**src/rtl/octree_leaf_binning_core_macros.svh**
```systemverilog
// Assertion helpers shared by the binning core modules.
`ifndef OCTREE_LEAF_BINNING_CORE_MACROS_SVH
`define OCTREE_LEAF_BINNING_CORE_MACROS_SVH

// Same-cycle implication, disabled during reset.
`define OLB_ASSERT_IMPL(label, clk, rst, ante, cons, msg) \
  label: assert property (@(posedge clk) disable iff (rst) (ante) |-> (cons)) \
    else $error(msg);

// Next-cycle implication, disabled during reset.
`define OLB_ASSERT_NEXT(label, clk, rst, ante, cons, msg) \
  label: assert property (@(posedge clk) disable iff (rst) (ante) |=> (cons)) \
    else $error(msg);

`endif

```
**src/rtl/olb_pkg.sv**
```systemverilog
package olb_pkg;

  // Octree depth and counter limits
  localparam int MAX_LEVELS   = 4;
  localparam int MAX_ELEMENTS = 1048576;
  localparam int LEAF_W       = 3 * MAX_LEVELS;
  localparam int NUM_LEAVES   = 1 << LEAF_W;
  localparam int CLR_W        = LEAF_W + 1;
  localparam int LVL_W        = 3;

  // Field widths
  localparam int OP_W         = 2;
  localparam int PT_W         = 32;
  localparam int COORD_W      = PT_W + MAX_LEVELS;
  localparam int LEAF_IDX_W   = 12;
  localparam int COUNT_W      = 21;
  localparam int TAG_W        = 20;
  localparam int CFG_IDX_W    = 3;
  localparam int CFG_DATA_W   = 32;

  localparam logic [COUNT_W-1:0] MAX_COUNT = COUNT_W'(MAX_ELEMENTS);

  // Queue between classifier and counter
  localparam int Q_DEPTH      = 4;
  localparam int Q_AW         = 2;

  // Request opcodes
  localparam logic [OP_W-1:0] OP_COUNT      = 2'd0;
  localparam logic [OP_W-1:0] OP_PLACE      = 2'd1;
  localparam logic [OP_W-1:0] OP_READ_CLEAR = 2'd2;
  localparam logic [OP_W-1:0] OP_NONE       = 2'd3;

  // Register indexes
  localparam logic [CFG_IDX_W-1:0] CFG_MIN_X  = 3'd0;
  localparam logic [CFG_IDX_W-1:0] CFG_MAX_X  = 3'd1;
  localparam logic [CFG_IDX_W-1:0] CFG_MIN_Y  = 3'd2;
  localparam logic [CFG_IDX_W-1:0] CFG_MAX_Y  = 3'd3;
  localparam logic [CFG_IDX_W-1:0] CFG_MIN_Z  = 3'd4;
  localparam logic [CFG_IDX_W-1:0] CFG_MAX_Z  = 3'd5;
  localparam logic [CFG_IDX_W-1:0] CFG_LEVELS = 3'd6;

  typedef struct packed {
    logic signed [PT_W-1:0] min_x;
    logic signed [PT_W-1:0] max_x;
    logic signed [PT_W-1:0] min_y;
    logic signed [PT_W-1:0] max_y;
    logic signed [PT_W-1:0] min_z;
    logic signed [PT_W-1:0] max_z;
    logic [LVL_W-1:0]       levels;
  } cfg_t;

  // Classified request handed from front to back
  typedef struct packed {
    logic [OP_W-1:0]   op;
    logic [LEAF_W-1:0] leaf;
    logic [TAG_W-1:0]  tag;
  } q_item_t;

  // Child octant code from the three strict compares
  function automatic logic [2:0] child_code(input logic gx, input logic gy, input logic gz);
    logic [2:0] code;
    case ({gx, gy, gz})
      3'b000:  code = 3'd0;
      3'b001:  code = 3'd7;
      3'b010:  code = 3'd3;
      3'b011:  code = 3'd4;
      3'b100:  code = 3'd1;
      3'b101:  code = 3'd6;
      3'b110:  code = 3'd2;
      default: code = 3'd5;
    endcase
    return code;
  endfunction

endpackage

```
**src/rtl/olb_fifo.sv**
```systemverilog
`include "octree_leaf_binning_core_macros.svh"

module olb_fifo (
  input  logic             clk,
  input  logic             rst,
  input  logic             push,
  input  olb_pkg::q_item_t push_item,
  output logic             not_full,
  input  logic             pop,
  output logic             not_empty,
  output olb_pkg::q_item_t pop_item
);
  import olb_pkg::*;

  q_item_t         mem [Q_DEPTH];
  logic [Q_AW-1:0] wr_ptr;
  logic [Q_AW-1:0] rd_ptr;
  logic [Q_AW:0]   count;

  assign not_full  = count != (Q_AW+1)'(Q_DEPTH);
  assign not_empty = count != '0;
  assign pop_item  = mem[rd_ptr];

  // Pointers and fill level
  always_ff @(posedge clk) begin
    if (rst) begin
      wr_ptr <= '0;
      rd_ptr <= '0;
      count  <= '0;
    end else begin
      if (push) wr_ptr <= wr_ptr + 1'b1;
      if (pop)  rd_ptr <= rd_ptr + 1'b1;
      if (push && !pop)      count <= count + 1'b1;
      else if (pop && !push) count <= count - 1'b1;
    end
  end

  // Entry storage
  always_ff @(posedge clk) begin
    if (push) begin
      mem[wr_ptr] <= push_item;
    end
  end

  `OLB_ASSERT_IMPL(a_q_bound, clk, rst, 1'b1, count <= (Q_AW+1)'(Q_DEPTH), "queue overfilled")
  `OLB_ASSERT_NEXT(a_q_empty_pop, clk, rst, !not_empty && !push, !not_empty || count == '0, "queue level moved without push")

endmodule

```
**config.mk**
```make
export PLATFORM = sky130hd
export DESIGN_NAME = olb_fifo
export DESIGN_NICKNAME = d
export VERILOG_FILES = /design/src/rtl/olb_pkg.sv /design/src/rtl/olb_fifo.sv
export VERILOG_INCLUDE_DIRS = /design/src /design/src/rtl
export SDC_FILE = /design/constraint.sdc
export NUM_CORES = 1
export LEC_CHECK = 0
export BUFFER_PORTS_ARGS = -buffer_cell sky130_fd_sc_hd__buf_4
export CAP_MARGIN = 20
export CELL_PAD_IN_SITES_DETAIL_PLACEMENT = 1
export CELL_PAD_IN_SITES_GLOBAL_PLACEMENT = 2
export CORE_AREA = 10 10 125 127
export CTS_BUF_LIST = sky130_fd_sc_hd__clkbuf_2
export DETAILED_ROUTE_END_ITERATION = 8
export DIE_AREA = 0 0 135 137
export GPL_ROUTABILITY_DRIVEN = 1
export HOLD_SLACK_MARGIN = 0.15
export MAX_ROUTING_LAYER = met4
export PLACE_DENSITY = 0.81
export SLEW_MARGIN = 20
export SYNTH_ARGS = -nofsm -noshare
export SYNTH_HDL_FRONTEND = slang
export SYNTH_SLANG_ARGS = --single-unit
```
**constraint.sdc**
```tcl
create_clock -name clk -period 1.9 [get_ports clk]
set_input_delay 0.19 -clock clk [delete_from_list [all_inputs] [get_ports clk]]
set_output_delay 0.19 -clock clk [all_outputs]
set_load 0.1 [all_outputs]
```
==> results.json <==
{
  "finClkSkew_ps": 23.88,
  "drt.antenna.violating_nets": 0,
  "final_common_cell": "edfxtp_1",
  "final_cells": 570,
  "met1_length_mm": 4.362,
  "place.gp.congestion": 0.6691,
  "rows": 42,
  "crit_cells": 3,
  "dpl.cell_count": 468,
  "path_cells": "buf_12 -> mux4_2 -> buf_6",
  "critPathKind": "flop to primary output",
  "synth_seq_cells": 145,
  "ff2ff_path_depth": 6,
  "fmax_ghz": 0.4501,
  "synth_nets": 267,
  "syn_avg_cell_area_um2": 24.15,
  "power_density_nw_per_um2": 998.6,
  "first_pass_iters": 4,
  "hpwlAfterDp_mm": 6.039,
  "slowest_stage": "mux4_2",
  "dr.first_iter.drc_count": 163,
  "wirelength_mm": 11.13,
  "clk_latency_ps": 680,
  "yosys-top-cells-area": "edfxtp_1, mux4_2, dfxtp_1",
  "die_width_um": 135,
  "io_buffers": 73,
  "grt_pass1_vias": 3155,
  "drc": 0,
  "place_ws_ps": 101.9,
  "tightest_slew_ps": 534.6,
  "clkSinkCount": 145,
  "grt_max_degree": 35,
  "critPathBufInv": 2,
  "die_h_um": 137,
  "antenna_found_initial": 1,
  "num_io_pins": 74,
  "setup_tns_ps": -10030,
  "reg2reg_slack_ps": 130,
  "synthDistinctLibCells": 20,
  "syn2layout_area_growth_pct": 35.36,
  "critPathMaxStageDelay_ps": 540,
  "clockRootBuffer": "clkbuf_2",
  "yosysTopAreaCell": "edfxtp_1",
  "nFillCells": 1158,
  "violations": "negative setup slack",
  "avgRoutedWirePerCell_um": 19.53,
  "hp-class": "primary input to flop",
  "via_count": 2747,
  "syn_inst": 223,
  "cp_top_family": "multiplexers",
  "status": "finished, violations left",
  "final_area_um2": 7289,
  "avgViaCountPerCell": 4.819,
  "finalCritPeriodShare_pct": 116.9,
  "leakage_nw": 2.531,
  "whs_ps": 251.1,
  "htree_levels": 4,
  "utilization_pct": 55.71,
  "arrival_ps": 2030,
  "cts_buffer_depth": 2,
  "maxSlewViolCount": 0,
  "ys.warnings.count": 0,
  "ys_seq_area_share_pct": 79.18,
  "clk_pin_slew_ps": 200,
  "layout_common_cells": "edfxtp_1, dlygate4sd3_1, buf_4",
  "grt-ovfl-total": 0,
  "grt_pass1_wl_mm": 17.53,
  "startpoint_type": "flop",
  "timing.slew.headroom_pct": 64.36,
  "final_layout_size_suffix_gt1_share_pct": 38.93,
  "wl_met2_mm": 6.033,
  "grt_use_total_pct": 13.22,
  "drv_cap": 0,
  "cts_tree": "yes",
  "path_max_fanout": 11,
  "synth_top_area_share_pct": 75.84,
  "rsz0062_at_grt": "yes",
  "totalPowerFinal_mw": 7.279,
  "final_nets": 425,
  "r2r-start": "count[0]",
  "routed.top_layer": "met4",
  "fp.dieArea_um2": 18500,
  "endpoint": "pop_item[1]",
  "syn_area_um2": 5385,
  "cp-end-kind": "primary output",
  "cts-buffers-inserted": 17,
  "wl_met3_um": 560,
  "setup_violations": 34,
  "period_minus_slack_ps": 2222,
  "r2r_end": "count[2]",
  "required_ps": 1710,
  "hold_viol_final": 0,
  "vdd_drop_max_v": 0.0006143,
  "dpl_cell_area_um2": 6167,
  "start_util_pct": 41.16,
  "core_area_um2": 13090,
  "finalWorstSetupSlack_ps": -321.6
}
state kept, by name (all words and copies together) (netlist names), named ones only:
| name | cells |
|---|---|
| rd_ptr | 2 |
| wr_ptr | 2 |
| mem | 136 |
| count | 3 |
cell usage after synthesis (all sizes together):
cell,count
mux4,34
inv,4
xnor2,2
a21oi,1
clkbuf,2
nor2,8
edfxtp,136
or3,2
and2,4
o21ai,1
ha,5
mux2i,2
fa,1
nand2,2
dfxtp,9
xor2,3
buf,7
where the power goes:
group / switching [mW] / internal [mW]
sequential: 0.0518 / 3.66
combinational: 1.30 / 0.687
clock: 1.02 / 0.563
total: 2.37 / 4.91
layout make-up:
type	count	area, um2	area share, %
multi-input combinational	65	1015	13.92
inverter	4	15.01	0.2060
clock inverter	14	123.9	1.699
clock buffer	17	85.08	1.167
timing repair buffer	148	1554	21.32
antenna	1	2.502	0.03433
sequential	145	4274	58.63
tap	176	220.2	3.021
cells by family (layout without fill, tap and decap cells):
kind of cell | Yosys count | after routing | synth area share, %
AO/OA/AOI/OAI | 2 | 2 | 0.1857
XOR/XNOR | 5 | 5 | 0.8133
adder cells (fa/ha/maj) | 6 | 6 | 1.533
buffers and inverters | 13 | 183 | 2.021
flip-flops | 145 | 145 | 79.18
multiplexers | 36 | 36 | 14.87
other | 0 | 1 | 0
AND/OR/NAND/NOR | 16 | 16 | 1.394
what timing repair did:
| action | 4_1_cts | 5_1_grt |
|---|---|---|
| endpoints found under the setup margin | 35 | 58 |
| gates resized for setup | 50 | 13 |
| cloned | 1 | 1 |
| endpoints found under the hold margin | 213 | 18 |
| hold buffers | 60 | 5 |
| setup buffers | 4 | 0 |
routing by layer:
metal,vias up,GRT usage (%)
met4,0,5.383
met2,65,22.38
li1,1242,-
met1,1425,13.92
met5,-,-
met3,15,4.619
worst min-delay path by stage:
stage,start,endpoint,slack [ps],cells past startpoint
final,push_item[33],mem[3][33],250,2
after global routing,push_item[3],mem[0][3],160,2
after CTS,push_item[32],mem[1][32],150,2
after detailed placement,push_item[20],mem[0][20],390,1
after global placement,push_item[30],mem[1][30],390,1
after floorplan,push_item[0],mem[0][0],290,0
No activity file was read; power rests on OpenSTA's default activity.
