===== src/rtl/octree_leaf_binning_core_macros.svh =====
// Assertion helpers shared by the binning core modules.
`ifndef OCTREE_LEAF_BINNING_CORE_MACROS_SVH
`define OCTREE_LEAF_BINNING_CORE_MACROS_SVH

// Same-cycle implication, disabled during reset.
`define OLB_ASSERT_IMPL(label, clk, rst, ante, cons, msg) \
  label: assert property (@(posedge clk) disable iff (rst) (ante) |-> (cons)) \
    else $error(msg);

// Next-cycle implication, disabled during reset.
`define OLB_ASSERT_NEXT(label, clk, rst, ante, cons, msg) \
  label: assert property (@(posedge clk) disable iff (rst) (ante) |=> (cons)) \
    else $error(msg);

`endif


===== src/rtl/olb_pkg.sv =====
package olb_pkg;

  // Octree depth and counter limits
  localparam int MAX_LEVELS   = 4;
  localparam int MAX_ELEMENTS = 1048576;
  localparam int LEAF_W       = 3 * MAX_LEVELS;
  localparam int NUM_LEAVES   = 1 << LEAF_W;
  localparam int CLR_W        = LEAF_W + 1;
  localparam int LVL_W        = 3;

  // Field widths
  localparam int OP_W         = 2;
  localparam int PT_W         = 32;
  localparam int COORD_W      = PT_W + MAX_LEVELS;
  localparam int LEAF_IDX_W   = 12;
  localparam int COUNT_W      = 21;
  localparam int TAG_W        = 20;
  localparam int CFG_IDX_W    = 3;
  localparam int CFG_DATA_W   = 32;

  localparam logic [COUNT_W-1:0] MAX_COUNT = COUNT_W'(MAX_ELEMENTS);

  // Queue between classifier and counter
  localparam int Q_DEPTH      = 4;
  localparam int Q_AW         = 2;

  // Request opcodes
  localparam logic [OP_W-1:0] OP_COUNT      = 2'd0;
  localparam logic [OP_W-1:0] OP_PLACE      = 2'd1;
  localparam logic [OP_W-1:0] OP_READ_CLEAR = 2'd2;
  localparam logic [OP_W-1:0] OP_NONE       = 2'd3;

  // Register indexes
  localparam logic [CFG_IDX_W-1:0] CFG_MIN_X  = 3'd0;
  localparam logic [CFG_IDX_W-1:0] CFG_MAX_X  = 3'd1;
  localparam logic [CFG_IDX_W-1:0] CFG_MIN_Y  = 3'd2;
  localparam logic [CFG_IDX_W-1:0] CFG_MAX_Y  = 3'd3;
  localparam logic [CFG_IDX_W-1:0] CFG_MIN_Z  = 3'd4;
  localparam logic [CFG_IDX_W-1:0] CFG_MAX_Z  = 3'd5;
  localparam logic [CFG_IDX_W-1:0] CFG_LEVELS = 3'd6;

  typedef struct packed {
    logic signed [PT_W-1:0] min_x;
    logic signed [PT_W-1:0] max_x;
    logic signed [PT_W-1:0] min_y;
    logic signed [PT_W-1:0] max_y;
    logic signed [PT_W-1:0] min_z;
    logic signed [PT_W-1:0] max_z;
    logic [LVL_W-1:0]       levels;
  } cfg_t;

  // Classified request handed from front to back
  typedef struct packed {
    logic [OP_W-1:0]   op;
    logic [LEAF_W-1:0] leaf;
    logic [TAG_W-1:0]  tag;
  } q_item_t;

  // Child octant code from the three strict compares
  function automatic logic [2:0] child_code(input logic gx, input logic gy, input logic gz);
    logic [2:0] code;
    case ({gx, gy, gz})
      3'b000:  code = 3'd0;
      3'b001:  code = 3'd7;
      3'b010:  code = 3'd3;
      3'b011:  code = 3'd4;
      3'b100:  code = 3'd1;
      3'b101:  code = 3'd6;
      3'b110:  code = 3'd2;
      default: code = 3'd5;
    endcase
    return code;
  endfunction

endpackage


===== src/rtl/olb_front.sv =====
module olb_front (
  input  logic                          clk,
  input  logic                          rst,
  input  olb_pkg::cfg_t                 cfg,
  input  logic                          in_valid,
  output logic                          in_ready,
  input  logic [olb_pkg::OP_W-1:0]      in_op,
  input  logic [olb_pkg::PT_W-1:0]      in_px,
  input  logic [olb_pkg::PT_W-1:0]      in_py,
  input  logic [olb_pkg::PT_W-1:0]      in_pz,
  input  logic [olb_pkg::LEAF_IDX_W-1:0] in_leaf_select,
  input  logic [olb_pkg::TAG_W-1:0]     in_tag,
  output logic                          q_push,
  input  logic                          q_ready,
  output olb_pkg::q_item_t              q_item
);
  import olb_pkg::*;

  typedef struct packed {
    logic [OP_W-1:0]           op;
    logic                      classify;
    logic [LEAF_W-1:0]         leaf;
    logic [TAG_W-1:0]          tag;
    logic [PT_W-1:0]           px;
    logic [PT_W-1:0]           py;
    logic [PT_W-1:0]           pz;
    logic signed [COORD_W-1:0] lo_x;
    logic signed [COORD_W-1:0] hi_x;
    logic signed [COORD_W-1:0] lo_y;
    logic signed [COORD_W-1:0] hi_y;
    logic signed [COORD_W-1:0] lo_z;
    logic signed [COORD_W-1:0] hi_z;
  } stage_t;

  // One octree level: halve the box on each axis, pick the child
  function automatic stage_t descend(input stage_t s, input logic act);
    stage_t r;
    logic [COORD_W:0] sx, sy, sz;
    logic signed [COORD_W-1:0] mx, my, mz;
    logic gx, gy, gz;
    sx = {s.lo_x[COORD_W-1], s.lo_x} + {s.hi_x[COORD_W-1], s.hi_x};
    sy = {s.lo_y[COORD_W-1], s.lo_y} + {s.hi_y[COORD_W-1], s.hi_y};
    sz = {s.lo_z[COORD_W-1], s.lo_z} + {s.hi_z[COORD_W-1], s.hi_z};
    // sums are even at every level, so the shift is exact
    mx = $signed(sx[COORD_W:1]);
    my = $signed(sy[COORD_W:1]);
    mz = $signed(sz[COORD_W:1]);
    gx = $signed({s.px, {MAX_LEVELS{1'b0}}}) > mx;
    gy = $signed({s.py, {MAX_LEVELS{1'b0}}}) > my;
    gz = $signed({s.pz, {MAX_LEVELS{1'b0}}}) > mz;
    r = s;
    if (act) begin
      if (gx) r.lo_x = mx; else r.hi_x = mx;
      if (gy) r.lo_y = my; else r.hi_y = my;
      if (gz) r.lo_z = mz; else r.hi_z = mz;
      r.leaf = {s.leaf[LEAF_W-4:0], child_code(gx, gy, gz)};
    end
    return r;
  endfunction

  stage_t           head;
  stage_t           st_in [MAX_LEVELS];
  stage_t           st    [MAX_LEVELS];
  logic [MAX_LEVELS-1:0] vld;
  logic [LVL_W-1:0] n_lvl;
  logic             en;

  assign n_lvl = (cfg.levels > LVL_W'(MAX_LEVELS)) ? LVL_W'(MAX_LEVELS) : cfg.levels;

  // whole pipe advances unless its last stage is blocked by a full queue
  assign en       = !vld[MAX_LEVELS-1] || q_ready;
  assign in_ready = en;

  // Widen the root box and the request into the stage format
  always_comb begin
    head.op       = in_op;
    head.classify = (in_op == OP_COUNT) || (in_op == OP_PLACE);
    head.leaf     = (in_op == OP_READ_CLEAR) ? in_leaf_select[LEAF_W-1:0] : '0;
    head.tag      = in_tag;
    head.px       = in_px;
    head.py       = in_py;
    head.pz       = in_pz;
    head.lo_x     = $signed({cfg.min_x, {MAX_LEVELS{1'b0}}});
    head.hi_x     = $signed({cfg.max_x, {MAX_LEVELS{1'b0}}});
    head.lo_y     = $signed({cfg.min_y, {MAX_LEVELS{1'b0}}});
    head.hi_y     = $signed({cfg.max_y, {MAX_LEVELS{1'b0}}});
    head.lo_z     = $signed({cfg.min_z, {MAX_LEVELS{1'b0}}});
    head.hi_z     = $signed({cfg.max_z, {MAX_LEVELS{1'b0}}});
  end

  // One registered stage per octree level
  for (genvar l = 0; l < MAX_LEVELS; l++) begin : g_lvl
    if (l == 0) begin : g_first
      assign st_in[l] = head;
    end else begin : g_rest
      assign st_in[l] = st[l-1];
    end

    always_ff @(posedge clk) begin
      if (rst) begin
        vld[l] <= 1'b0;
      end else if (en) begin
        vld[l] <= (l == 0) ? in_valid : vld[(l == 0) ? 0 : l-1];
      end
    end

    always_ff @(posedge clk) begin
      if (en) begin
        st[l] <= descend(st_in[l], st_in[l].classify && (LVL_W'(l) < n_lvl));
      end
    end
  end

  // Hand the classified request to the queue
  assign q_push      = vld[MAX_LEVELS-1] && q_ready;
  assign q_item.op   = st[MAX_LEVELS-1].op;
  assign q_item.leaf = st[MAX_LEVELS-1].leaf;
  assign q_item.tag  = st[MAX_LEVELS-1].tag;

endmodule


===== config.mk =====
export PLATFORM = sky130hd
export DESIGN_NAME = olb_front
export DESIGN_NICKNAME = d
export VERILOG_FILES = /design/src/rtl/octree_leaf_binning_core_macros.svh /design/src/rtl/olb_pkg.sv /design/src/rtl/olb_front.sv
export SDC_FILE = /design/constraint.sdc
export NUM_CORES = 2
export LEC_CHECK = 0
export ABC_AREA = 1
export BUFFER_PORTS_ARGS = -buffer_cell sky130_fd_sc_hd__buf_2
export CAP_MARGIN = 5
export CORE_AREA = 2 2 360 362
export DETAILED_ROUTE_END_ITERATION = 16
export DIE_AREA = 0 0 362 364
export PLACE_DENSITY = 0.77
export SLEW_MARGIN = 20
export SYNTH_ARGS = -nofsm -noshare
export SYNTH_HDL_FRONTEND = slang
export SYNTH_SLANG_ARGS = --single-unit
export TNS_END_PERCENT = 100

===== constraint.sdc =====
create_clock -name clk -period 21 [get_ports clk]
set_input_delay 1.05 -clock clk [delete_from_list [all_inputs] [get_ports clk]]
set_output_delay 1.05 -clock clk [all_outputs]
set_load 0.005 [all_outputs]

==> results.py <==
metrics = {
    "sta": {
        "fmax_mhz": 162,
        "layout_min_cycle_time_ps": 6180,
        "tns_ps": 0,
        "rsz0062_at_grt": "no",
        "setup_viol": 0,
        "slew_headroom_pct": 23.9,
        "maxSlewViolCount": 0,
        "finClkSkew_ps": 73.2,
        "hold_viol": 0,
        "timing.final.crit_share_pct": 29.4,
        "tightest_slew_ps": 1140,
    },
    "yosys": {
        "synth_xor_area_share_pct": 4.02,
        "synth_edf_count": 1039,
        "synth-compound-area-share_pct": 13.2,
        "ys.flop_type": "edfxtp_1",
        "synth_mux_area_share_pct": 0,
        "avgSynthCellArea_um2": 8.47,
        "synth_adder_area_share_pct": 14.0,
        "synth-simple-area-share_pct": 20.0,
        "ys_seq_area_share_pct": 43.2,
        "synth-seq-cells": 1043,
        "synth_cells": 8537,
        "synthArstFlopShare_pct": 0,
        "synth_top_family_by_area": "simple AND/OR/NAND/NOR gates",
        "yosysUniqueCellTypes": 46,
        "syn_area_um2": 72400,
        "synth_fp_nets": 9668,
        "yosysWarnings": 0,
    },
    "placement": {
        "hpwl_mm": 201,
        "place_congestion": 1.02,
        "port-buffer-count": 364,
    },
    "route": {
        "vias": 63200,
        "via_per_inst": 5.90,
        "drcViolationCount": 0,
        "drt_iter0_drc": 6827,
        "wirelength_mm": 243,
        "ant_nets": 0,
        "wl_per_cell_um": 22.7,
        "first_pass_iters": 9,
    },
    "clock_network": {
        "htreeDepth": 3,
        "ctsHoldBuffers": 0,
        "cts_root_buf": "clkbuf_16",
        "clock_sinks": 1043,
        "postCtsSetupBuffers": 0,
        "cts_tree": "built",
        "cts_repair_resize_count": 0,
        "cts_buffer_depth": 3,
        "clkLatencyLatePin_ps": 780,
        "cts_buffers": 111,
        "cts.clk_slew.worst_paths_ps": 70,
    },
    "setup_path": {
        "criticalPathCategory": "flip-flop to flip-flop",
        "crit_path_end_kind": "flip-flop",
        "cp.arrival_ps": 6700,
        "worstPathRequired_ps": 21520,
        "crit_start": "st[1][74]",
        "reg2reg_from": "st[1][74]",
        "cp-start-kind": "flip-flop",
        "path_max_fanout": 65,
    },
    "cells_and_area": {
        "ff_latch_area_um2": 31300,
        "num-fill-cells": 11100,
        "post-route-util_pct": 62.1,
        "multi_input_area_um2": 37100,
        "layout_common_cells": "2285 x nand2_1, 1039 x edfxtp_1, 870 x inv_1, 790 x ha_1, 753 x o21ai_0",
        "syn_to_final_growth_pct": 10.2,
        "layout_commonest_cell": "nand2_1",
        "drive_above_1_share_pct": 6.82,
        "nets": 10000,
    },
    "global_route": {
        "grt_max_degree": 186,
        "grt_pass1_wl_mm": 358,
        "grt_pass1_vias": 60600,
        "antenna_found_initial": 48,
        "grt_overflow": 0,
        "globalRouteTotalUtil_pct": 36.1,
    },
    "floorplan": {
        "start_util_pct": 56.4,
        "die_w_um": 362,
        "rows": 132,
        "die_area_um2": 132000,
        "fp.dieH_um": 364,
        "io_pins": 365,
        "core_um2": 128000,
    },
    "pwr": {
        "internal_power_w": 0.00742,
        "clkPwrFrac_pct": 13.8,
        "pwr-share-seq_pct": 24.2,
        "leakagePower_nw": 37.0,
        "p_sw_share_pct": 50.4,
        "pwr-share-comb_pct": 61.9,
        "total_power_w": 0.0149,
        "vdd.ir_drop.worst_mv": 0.131,
        "powerDensity_nw_per_um2": 187,
        "p_switching_w": 0.00753,
    },
    "run": {
        "maxCapViolations": 0,
    },
    "run_status": {
        "status": "complete, no violations",
    },
    "hold_path": {
        "min_path_type": "flip-flop to flip-flop",
        "min-delay-start": "st[1][322]",
    },
}
==> area by class of cell <==
| cell class | instances | share of cell area, % |
|---|---|---|
| Inverter | 880 | 4.15 |
| Clock inverter | 83 | 1.27 |
| Timing Repair Buffer | 388 | 2.55 |
| Sequential cell | 1043 | 39.2 |
| Clock buffer | 125 | 3.58 |
| Antenna cell | 22 | 0.0690 |
| Tap cell | 1675 | 2.63 |
| Multi-Input combinational cell | 6489 | 46.5 |
==> synthesized netlist by cell type, types with 52 or more instances <==
cell	count	area, um^2
nand2_1	2292	8600
edfxtp_1	1039	31200
inv_1	871	3270
ha_1	790	9880
o21ai_0	753	3770
nor2_1	723	2710
a21oi_1	643	3220
nand3_1	296	1480
xor2_1	234	2050
nand4_1	106	663
nor3_1	105	526
xnor2_1	98	858
a21o_1	80	601
o21ai_1	77	385
o21bai_1	54	405
clkbuf_1	52	195
==> sequential cells by signal (all words and copies together) (netlist names) <==
register  flops
st         1039
vld           4
==> logic make-up (layout without fill, tap and decap cells) <==
logic type	after synthesis	after routing
simple gates	3589	3589
fa+ha+maj	802	802
buf+inv	1005	1476
other cells	0	22
flops	1043	1043
compound gates	1766	1766
xor+xnor	332	332
==> power by group through the flow <==
stage	sequential (W)	combinational, W	clock, W
final	0.00363	0.00925	0.00207
after CTS	0.00360	0.00906	0.00209
after global routing	0.00365	0.0104	0.00217
after floorplan	0.00340	0.00657	0
after global placement	0.00363	0.00873	0
after detailed placement	0.00364	0.00900	0
==> routing by layer <==
layer	track usage, %	up-vias	share of wire (%)
met5	0	-	0.11
met4	16.4	42	5.0
met3	6.77	590	9.0
met2	57.6	3015	45
met1	47.9	29400	41
li1	-	30200	-
==> worst paths after layout <==
path	to	slack [ps]	depth (start not counted)
setup / recovery	st[2][139]	14820	26
hold / removal	st[2][322]	420	0
setup reg to reg	st[2][139]	14820	26
hold reg to reg	st[2][322]	420	0
==> critical path, cell delays in order (launching register included) <==
cell,delay (ps)
edfxtp_1,400
ha_1,290
inv_1,80
fa_1,380
inv_1,200
nand3_1,100
nand2_1,160
a21oi_1,130
o21bai_1,310
nand4_1,340
nand2_1,160
nand2_1,50
nand2_1,110
inv_1,60
ha_1,290
nand2_1,130
inv_1,90
nand3_1,100
nor2_1,310
nand2_1,80
nor2_1,110
nor2_1,70
nand3_1,90
nand3_2,190
nor2_4,320
clkinv_2,790
o21ai_0,610
==> metrics by stage <==
stage / setup slack, ps / hold WS (ps) / cell area, um^2 / instances
after floorplan: 3420 / 400 / 72400 / 8537
after global placement: 14820 / 401 / 75800 / 10500
after detailed placement: 14750 / 405 / 75800 / 10500
after CTS: 15130 / 419 / 79700 / 10700
after global routing: 14410 / 425 / 79700 / 10700
final: 14820 / 417 / 79800 / 10700
Note: power is estimated with default switching activity, not from simulation.
